==> src/rtl/core/ppkcc_pkg.sv <==
// Package for the pulsed potassium channel current unit.
// Holds shared constants, register indexes, control types and the microcode program.
// No dependencies.
`timescale 1ns / 1ps
`default_nettype none

package ppkcc_pkg;

    // Defaults for the top-level parameters
    localparam int TIME_WIDTH_DEF = 32;
    localparam int EXP_DEPTH_DEF  = 256;

    // Fixed-point one in Q1.15
    localparam logic [15:0] ONE_Q15 = 16'h8000;

    // Configuration register indexes (byte address is 4 * index)
    localparam logic [2:0] REG_GAIN       = 3'd0;
    localparam logic [2:0] REG_RISE_RATE  = 3'd1;
    localparam logic [2:0] REG_DECAY_RATE = 3'd2;
    localparam logic [2:0] REG_FIRE_LEVEL = 3'd3;
    localparam logic [2:0] REG_OPEN_DUR   = 3'd4;
    localparam logic [2:0] REG_REFRACTORY = 3'd5;
    localparam logic [2:0] REG_REVERSAL   = 3'd6;

    localparam int PC_W = 4;

    // Multiplier operand A selects
    localparam logic [2:0] A_ZERO = 3'd0;
    localparam logic [2:0] A_RATE = 3'd1;
    localparam logic [2:0] A_X    = 3'd2;
    localparam logic [2:0] A_QD   = 3'd3;
    localparam logic [2:0] A_Q    = 3'd4;
    localparam logic [2:0] A_GAIN = 3'd5;
    localparam logic [2:0] A_GQ   = 3'd6;

    // Multiplier operand B selects
    localparam logic [2:0] B_ZERO  = 3'd0;
    localparam logic [2:0] B_DT    = 3'd1;
    localparam logic [2:0] B_DEPTH = 3'd2;
    localparam logic [2:0] B_E     = 3'd3;
    localparam logic [2:0] B_Q     = 3'd4;
    localparam logic [2:0] B_QQ    = 3'd5;
    localparam logic [2:0] B_DIFF  = 3'd6;

    // Write-back operations
    localparam logic [3:0] WB_NONE = 4'd0;
    localparam logic [3:0] WB_LOAD = 4'd1;
    localparam logic [3:0] WB_X    = 4'd2;
    localparam logic [3:0] WB_IDX  = 4'd3;
    localparam logic [3:0] WB_E    = 4'd4;
    localparam logic [3:0] WB_Q    = 4'd5;
    localparam logic [3:0] WB_QQ   = 4'd6;
    localparam logic [3:0] WB_G    = 4'd7;
    localparam logic [3:0] WB_CUR  = 4'd8;
    localparam logic [3:0] WB_OUT  = 4'd9;

    // Jump conditions: hold in place while the condition is pending, else go to target
    localparam logic [1:0] JC_NEXT     = 2'd0;
    localparam logic [1:0] JC_HOLD_IN  = 2'd1;
    localparam logic [1:0] JC_HOLD_OUT = 2'd2;

    typedef struct packed {
        logic [23:0]        gain;
        logic [15:0]        rise_rate;
        logic [15:0]        decay_rate;
        logic signed [15:0] fire_level;
        logic [23:0]        open_duration;
        logic [23:0]        refractory_time;
        logic signed [15:0] reversal_level;
    } t_cfg;

    typedef struct packed {
        logic [2:0]      a_sel;
        logic [2:0]      b_sel;
        logic [3:0]      wb;
        logic [1:0]      jc;
        logic [PC_W-1:0] target;
    } t_ucode;

    typedef struct packed {
        t_ucode uc;
        logic   go;
    } t_ctrl;

    typedef struct packed {
        logic in_valid;
        logic out_busy;
    } t_seq_stat;

    // Microcode program: one control word per step
    function automatic t_ucode ucode_rom(input logic [PC_W-1:0] pc);
        t_ucode w;
        w = '{a_sel: A_ZERO, b_sel: B_ZERO, wb: WB_NONE, jc: JC_NEXT, target: '0};
        case (pc)
            4'd0: w = '{a_sel: A_ZERO, b_sel: B_ZERO,  wb: WB_LOAD, jc: JC_HOLD_IN,  target: 4'd1};
            4'd1: w = '{a_sel: A_RATE, b_sel: B_DT,    wb: WB_X,    jc: JC_NEXT,     target: 4'd2};
            4'd2: w = '{a_sel: A_X,    b_sel: B_DEPTH, wb: WB_IDX,  jc: JC_NEXT,     target: 4'd3};
            4'd3: w = '{a_sel: A_ZERO, b_sel: B_ZERO,  wb: WB_NONE, jc: JC_NEXT,     target: 4'd4};
            4'd4: w = '{a_sel: A_ZERO, b_sel: B_ZERO,  wb: WB_E,    jc: JC_NEXT,     target: 4'd5};
            4'd5: w = '{a_sel: A_QD,   b_sel: B_E,     wb: WB_Q,    jc: JC_NEXT,     target: 4'd6};
            4'd6: w = '{a_sel: A_Q,    b_sel: B_Q,     wb: WB_QQ,   jc: JC_NEXT,     target: 4'd7};
            4'd7: w = '{a_sel: A_GAIN, b_sel: B_QQ,    wb: WB_G,    jc: JC_NEXT,     target: 4'd8};
            4'd8: w = '{a_sel: A_GQ,   b_sel: B_DIFF,  wb: WB_CUR,  jc: JC_NEXT,     target: 4'd9};
            4'd9: w = '{a_sel: A_ZERO, b_sel: B_ZERO,  wb: WB_OUT,  jc: JC_HOLD_OUT, target: 4'd0};
            default: w = '{a_sel: A_ZERO, b_sel: B_ZERO, wb: WB_NONE, jc: JC_NEXT, target: 4'd0};
        endcase
        return w;
    endfunction

endpackage

`default_nettype wire

==> src/rtl/core/ppkcc_seq.sv <==
// Microcode sequencer: step counter, program ROM lookup and hold/jump control.
// Depends on ppkcc_pkg.
`timescale 1ns / 1ps
`default_nettype none

module ppkcc_seq (
    input  wire logic                 i_clk,
    input  wire logic                 i_rst_n,
    input  wire ppkcc_pkg::t_seq_stat i_stat,
    output ppkcc_pkg::t_ctrl          o_ctrl
);

    import ppkcc_pkg::*;

    logic [PC_W-1:0] r_pc;
    logic [PC_W-1:0] n_pc;
    t_ucode          uc;
    logic            hold;

    // Fetch the control word for this step
    assign uc = ucode_rom(r_pc);

    // Stay on a waiting step until its condition clears
    always_comb begin
        case (uc.jc)
            JC_HOLD_IN:  hold = !i_stat.in_valid;
            JC_HOLD_OUT: hold = i_stat.out_busy;
            default:     hold = 1'b0;
        endcase
    end

    assign n_pc = hold ? r_pc : uc.target;

    always_ff @(posedge i_clk) begin
        if (!i_rst_n) begin
            r_pc <= '0;
        end else begin
            r_pc <= n_pc;
        end
    end

    assign o_ctrl.uc = uc;
    assign o_ctrl.go = !hold;

endmodule

`default_nettype wire

==> config.mk <==
export PLATFORM = sky130hd
export DESIGN_NAME = ppkcc_seq
export DESIGN_NICKNAME = d
export VERILOG_FILES = /design/src/rtl/core/ppkcc_pkg.sv /design/src/rtl/core/ppkcc_seq.sv
export SDC_FILE = /design/constraint.sdc
export NUM_CORES = 1
export LEC_CHECK = 0
export BUFFER_PORTS_ARGS = -buffer_cell sky130_fd_sc_hd__buf_2
export CAP_MARGIN = 15
export CELL_PAD_IN_SITES_DETAIL_PLACEMENT = 1
export CELL_PAD_IN_SITES_GLOBAL_PLACEMENT = 2
export CORE_MARGIN = 2
export CORE_UTILIZATION = 30
export DETAILED_ROUTE_END_ITERATION = 8
export GPL_ROUTABILITY_DRIVEN = 1
export PLACE_DENSITY = 0.74
export SLEW_MARGIN = 0
export SYNTH_ARGS = -nofsm -noshare
export SYNTH_HDL_FRONTEND = slang
export SYNTH_SLANG_ARGS = --single-unit
==> constraint.sdc <==
create_clock -name i_clk -period 2.45 [get_ports i_clk]
set_input_delay 0.49 -clock i_clk [delete_from_list [all_inputs] [get_ports i_clk]]
set_output_delay 0.49 -clock i_clk [all_outputs]
set_load 0.05 [all_outputs]
==> results of run 1 <==
[logic make-up (layout without fill, tap and decap cells)]
logic type	after synthesis	after routing
multiplexers	8	8
flip-flops	17	17
adder cells (fa/ha/maj)	7	7
buffers and inverters	16	36
XOR/XNOR	2	2
AO/OA/AOI/OAI	13	13
AND/OR/NAND/NOR	28	28
[how the worst max path moves through the flow]
stage	slack, ns	start	cells after the start	endpoint
final	0.25	uc[4]	6	o_ctrl[0]
after global routing	0.11	uc[4]	9	uc[14]
after CTS	0.21	uc[4]	6	o_ctrl[0]
after detailed placement	0.31	uc[4]	9	uc[14]
after global placement	0.32	i_stat[1]	9	uc[12]
after floorplan	0.15	uc[4]	10	uc[2]
[final cells by class]
class | count | area [um^2]
repair buffers | 22 | 115
fillers | 334 | 1730
inverters | 10 | 37.5
multi-input cells | 58 | 442
well taps | 31 | 38.8
flip-flops and latches | 17 | 340
clock buffers | 4 | 26.3
[registers in the layout (all words and copies together) (netlist names)]
signal,count
r_pc,4
uc,13
[synthesized netlist by cell type, drive strengths merged]
master    n  share of area [%]
dfxtp    17                 40
inv      10                4.4
mux2i     8                 11
ha        7                 10
nor2      7                3.1
o21ai     7                4.1
nand2     6                2.6
nand2b    5                4.5
buf       4                3.5
nor2b     4                3.2
a21oi     2                2.5
clkbuf    2                1.0
xor2      2                2.0
a211oi    1               0.87
a2bb2oi   1                1.0
and3b     1                1.0
nand3     1               0.58
nand3b    1               0.87
nor3      1               0.58
nor3b     1               0.87
nor4      1               0.73
o211ai    1               0.87
o311ai    1                1.0
[metrics by stage]
stage | setup slack (ns) | cells | power, mW | hold slack (ns)
floorplan | 0.154 | 91 | 0.884 | 0.557
global placement | 0.320 | 138 | 0.995 | 0.609
detailed placement | 0.314 | 138 | 1.00 | 0.619
CTS | 0.208 | 142 | 1.16 | 0.476
global route | 0.108 | 142 | 1.22 | 0.489
finish | 0.246 | 142 | 1.14 | 0.481
[power by group through the flow]
stage | clock [mW] | combinational (mW) | sequential [mW]
final | 0.151 | 0.594 | 0.393
after global routing | 0.176 | 0.642 | 0.403
after detailed placement | 0 | 0.602 | 0.400
after CTS | 0.158 | 0.604 | 0.394
after floorplan | 0 | 0.302 | 0.582
after global placement | 0 | 0.596 | 0.399
[critical path, delay by kind of cell (launching register included)]
family / cells / cell delay, ns
AO/OA/AOI/OAI: 1 / 0.19
adder cells (fa/ha/maj): 1 / 0.32
buffers and inverters: 4 / 0.56
flip-flops: 1 / 0.36
[metal layers]
layer  vias to the layer above  routed length [um]  global-route usage [%]
li1                        339                   -                       -
met1                       299                 859                    17.0
met2                        14                 884                    21.1
met3                         4                  78                    2.95
met4                         0                  55                    9.97
met5                         -                   0                       0
==> run metrics, run 1 <==
synthesized instance count 91; switching part of the total power 49.2%; Port-buffer cells 20; wire length of the first global-routing pass 3310 um; number of buffers inserted by post-CTS setup repair 0; maximum vdd ir drop 0.000495 V; Critical-path top delay cell dfxtp_1; share of the clock period used by the worst path after layout 90.0%; final routed wire length divided by cell count 13.2 um; Synth Area per Inst 9.43 um^2; synthesis warning total 0; number of clock sinks seen by CTS 17; Worst setup EP type primary output; Total Routing Usage GR 13.8%; slew at the pin closest to its max-slew limit 0.391 ns; most common cell after layout, fill and taps aside buf_2; iteration-0 DRC count of the detailed router 6; number of global-route vias before repair 701; total standard cell area after synthesis 858 um^2; antenna violations before repair 0; number of diodes 0; # nets final 123; portion of total power attributed to the clock network 13.3%; DRC Markers 0; largest net degree at the start of global routing 14; classification of the worst-slack hold path in2reg; minimum clock period 2.20 ns; number of max-cap violations 0; TritonCTS clock tree built; r2r startpoint uc[4]; via count normalized by instance count 4.62; relative slew slack 73.9%; post-route clock skew 0.00884 ns; core region area 2730 um^2; main combinational cell family by area after synthesis simple AND/OR/NAND/NOR gates; gpl congestion 0.787; die boundary width 57.5 um; register-to-register setup slack 0.33 ns; post-route setup TNS 0 ns; total wirelength of the detailed-routed design 1880 um; initial core utilization 31.4%; share of the synthesized area in compound gates (AO/OA/AOI/OAI) 10.3%; number of synthesized register bits 17; multiplexer area fraction after synthesis 10.8%; fraction of final layout cells sized beyond drive strength 1 26.1%; number of failing hold endpoints at the final stage 0; number of placed I/O pins 21; cells along the critical path inv_1, ha_1, a21oi_4, buf_4, inv_1, buf_2; share of the synthesized netlist area taken by xor and xnor gates 2.04%; net switching component of the power 560 uW; unrepaired setup endpoints after global routing false; reg2reg path depth 9; hold_sp i_rst_n; design internal power 578 uW; combinational group share of total power 52.2%; Antenna Violating Nets Remaining 0; number of rows created at floorplan 19; maximum count of clock buffers along a single path 2; number of buffers inserted for hold repair after clock tree synthesis 0; Final Slew Violations 0; total vias in the final route 656; PostCTS Resize Cnt 0; worst flop-to-flop path endpoint uc[14]; number of detailed-routing iterations run before antenna repair 2; overall die height 57.5 um; status finished clean; H-tree levels 1; Worst setup SP type flop; Seq pwr share 34.5%; library cell appearing most often on the critical path inv_1; Achievable Freq 454 MHz; Power Dens Cells 1140 nW/um^2; most used cells in the layout excluding fill and tap cells buf_2 (20), dfxtp_1 (17), inv_1 (10); static leakage power 0.470 nW; count of cell types in the netlist 28; total setup violations reported at the end of the flow 0; aggregate global routing overflow 0; cell depth of the worst min-delay path 2; CTS clock-pin slew for the worst setup and hold paths 0.10 ns; Crit path arrival time 1.71 ns; number of CTS-inserted buffers 3; Clock Latency Late Sink 0.29 ns; kind of critical path reg2out; share of the core filled with cells 36.6%; Req. time, crit path 1.96 ns; Detail Placement HPWL 1470 um; cell area after layout 1000 um^2; die footprint 3310 um^2; net count after synthesis 102; sequential fraction of the synthesis area 39.7%; layout overhead on the synthesized area 16.5%; adder-cell area share of the yosys netlist 10.2%; root buffer selected by CTS clkbuf_4; worst hold path endpoint uc[0]; post-place instance area 973 um^2; simple-gate share of the synthesized area 18.1%; delay of the slowest critical-path stage 0.36 ns; crit-path max FO 12
Note: power is estimated with default switching activity, not from simulation.
==> inputs of run 2 (changes only) <==
- CAP_MARGIN: 15 -> unset
- CORE_MARGIN: 2 -> 5
==> run 2 against run 1 <==
Compared with the run above:
- fmax increased by 1.3%
- sequential power barely moved
- combinational power grew 1%
- non-clock buffer count is 1 higher
- clock-buffer cell count shrank 1
- largest cell class unchanged
==> run metrics, run 2 (synthesized netlist as in run 1, its figures left out) <==
number of CTS-inserted buffers 3; static leakage power 0.478 nW; register-to-register setup slack 0.36 ns; antenna violations before repair 0; number of detailed-routing iterations run before antenna repair 4; number of buffers inserted for hold repair after clock tree synthesis 0; r2r startpoint uc[4]; number of failing hold endpoints at the final stage 0; Worst setup SP type flop; final routed wire length divided by cell count 13.4 um; total vias in the final route 674; number of rows created at floorplan 19; iteration-0 DRC count of the detailed router 5; largest net degree at the start of global routing 14; hold_sp i_rst_n; relative slew slack 76.2%; DRC Markers 0; fraction of final layout cells sized beyond drive strength 1 27.7%; most used cells in the layout excluding fill and tap cells buf_2 (20), dfxtp_1 (17), inv_1 (10); Antenna Violating Nets Remaining 0; Detail Placement HPWL 1550 um; CTS clock-pin slew for the worst setup and hold paths 0.10 ns; die footprint 4030 um^2; number of global-route vias before repair 720; most common cell after layout, fill and taps aside buf_2; post-place instance area 981 um^2; TritonCTS clock tree built; number of clock sinks seen by CTS 17; worst hold path endpoint uc[0]; kind of critical path reg2out; post-route clock skew 0.00136 ns; Achievable Freq 460 MHz; Req. time, crit path 1.96 ns; classification of the worst-slack hold path in2reg; post-route setup TNS 0 ns; initial core utilization 31.1%; total wirelength of the detailed-routed design 1920 um; worst setup margin 0.274 ns; aggregate global routing overflow 0; number of placed I/O pins 21; core region area 2760 um^2; minimum clock period 2.18 ns; cell depth of the worst min-delay path 2; slew at the pin closest to its max-slew limit 0.350 ns; number of diodes 0; reg2reg path depth 9; share of the clock period used by the worst path after layout 88.8%; via count normalized by instance count 4.71; H-tree levels 1; flip-flop count of the largest register, all copies and words added 13; root buffer selected by CTS clkbuf_4; number of buffers inserted by post-CTS setup repair 0; post-placement setup slack 0.338 ns; worst flop-to-flop path endpoint uc[14]; maximum vdd ir drop 0.000590 V; cell area after layout 1010 um^2; total setup violations reported at the end of the flow 0; layout overhead on the synthesized area 17.5%; gpl congestion 0.760; Clock Latency Late Sink 0.29 ns; Power Dens Cells 1130 nW/um^2; Crit path arrival time 1.69 ns; # nets final 124; crit-path max FO 7; unrepaired setup endpoints after global routing false; Final Slew Violations 0; wire length of the first global-routing pass 3310 um; PostCTS Resize Cnt 0; Port-buffer cells 20; die boundary width 63.5 um; Total Routing Usage GR 10.4%; Worst setup EP type primary output; status finished clean; number of max-cap violations 0; overall die height 63.5 um; maximum count of clock buffers along a single path 2
[run 2: cell count changes in the layout (fill, tap and decap cells not counted), sizes merged]
cell    delta
clkinv     +1
buf        +1
clkbuf     -1
[run 2: metal layers]
layer  GRT usage, %  wire [um]  up-vias
li1               -          -      337
met1           11.2        814      322
met2           18.5        988       13
met3           2.84        102        2
met4           4.68         18        0
met5              0          0        -
[run 2: report_power, final]
part	internal (mW)	switching [mW]
clock network	0.0607	0.0916
registers	0.344	0.0472
logic	0.176	0.425
total	0.580	0.563
[run 2: critical path: stages (launching register included)]
cell	delay (ns)
dfxtp_1	0.36
inv_1	0.05
ha_1	0.32
a21oi_4	0.22
buf_4	0.21
inv_1	0.04
buf_2	0.20
[run 2: how the worst max path moves through the flow]
stage                   start        end  slack [ns]  cells past startpoint
CTS                     uc[4]  o_ctrl[0]        0.23                      6
global placement    i_stat[1]      uc[2]        0.36                     10
detailed placement  i_stat[1]     uc[14]        0.34                      9
finish                  uc[4]  o_ctrl[0]        0.27                      6
global route            uc[4]  o_ctrl[0]        0.15                      6
floorplan               uc[4]      uc[2]        0.15                     10
[run 2: final cells by class]
class	instances	area [um^2]
Tap cell	31	38.8
Inverter	10	37.5
Clock inverter	1	5.00
Sequential cell	17	340
Clock buffer	3	22.5
Multi-Input combinational cell	58	442
Timing Repair Buffer	23	123
Fill cell	330	1750
[run 2: metrics by stage]
step,hold slack (ns),util (%),power [mW],instances
finish,0.505,36.6,1.14,143
global route,0.511,36.6,1.22,143
CTS,0.493,36.6,1.17,143
detailed placement,0.616,35.6,1.01,139
global placement,0.604,35.6,1.00,139
floorplan,0.557,-,0.884,91
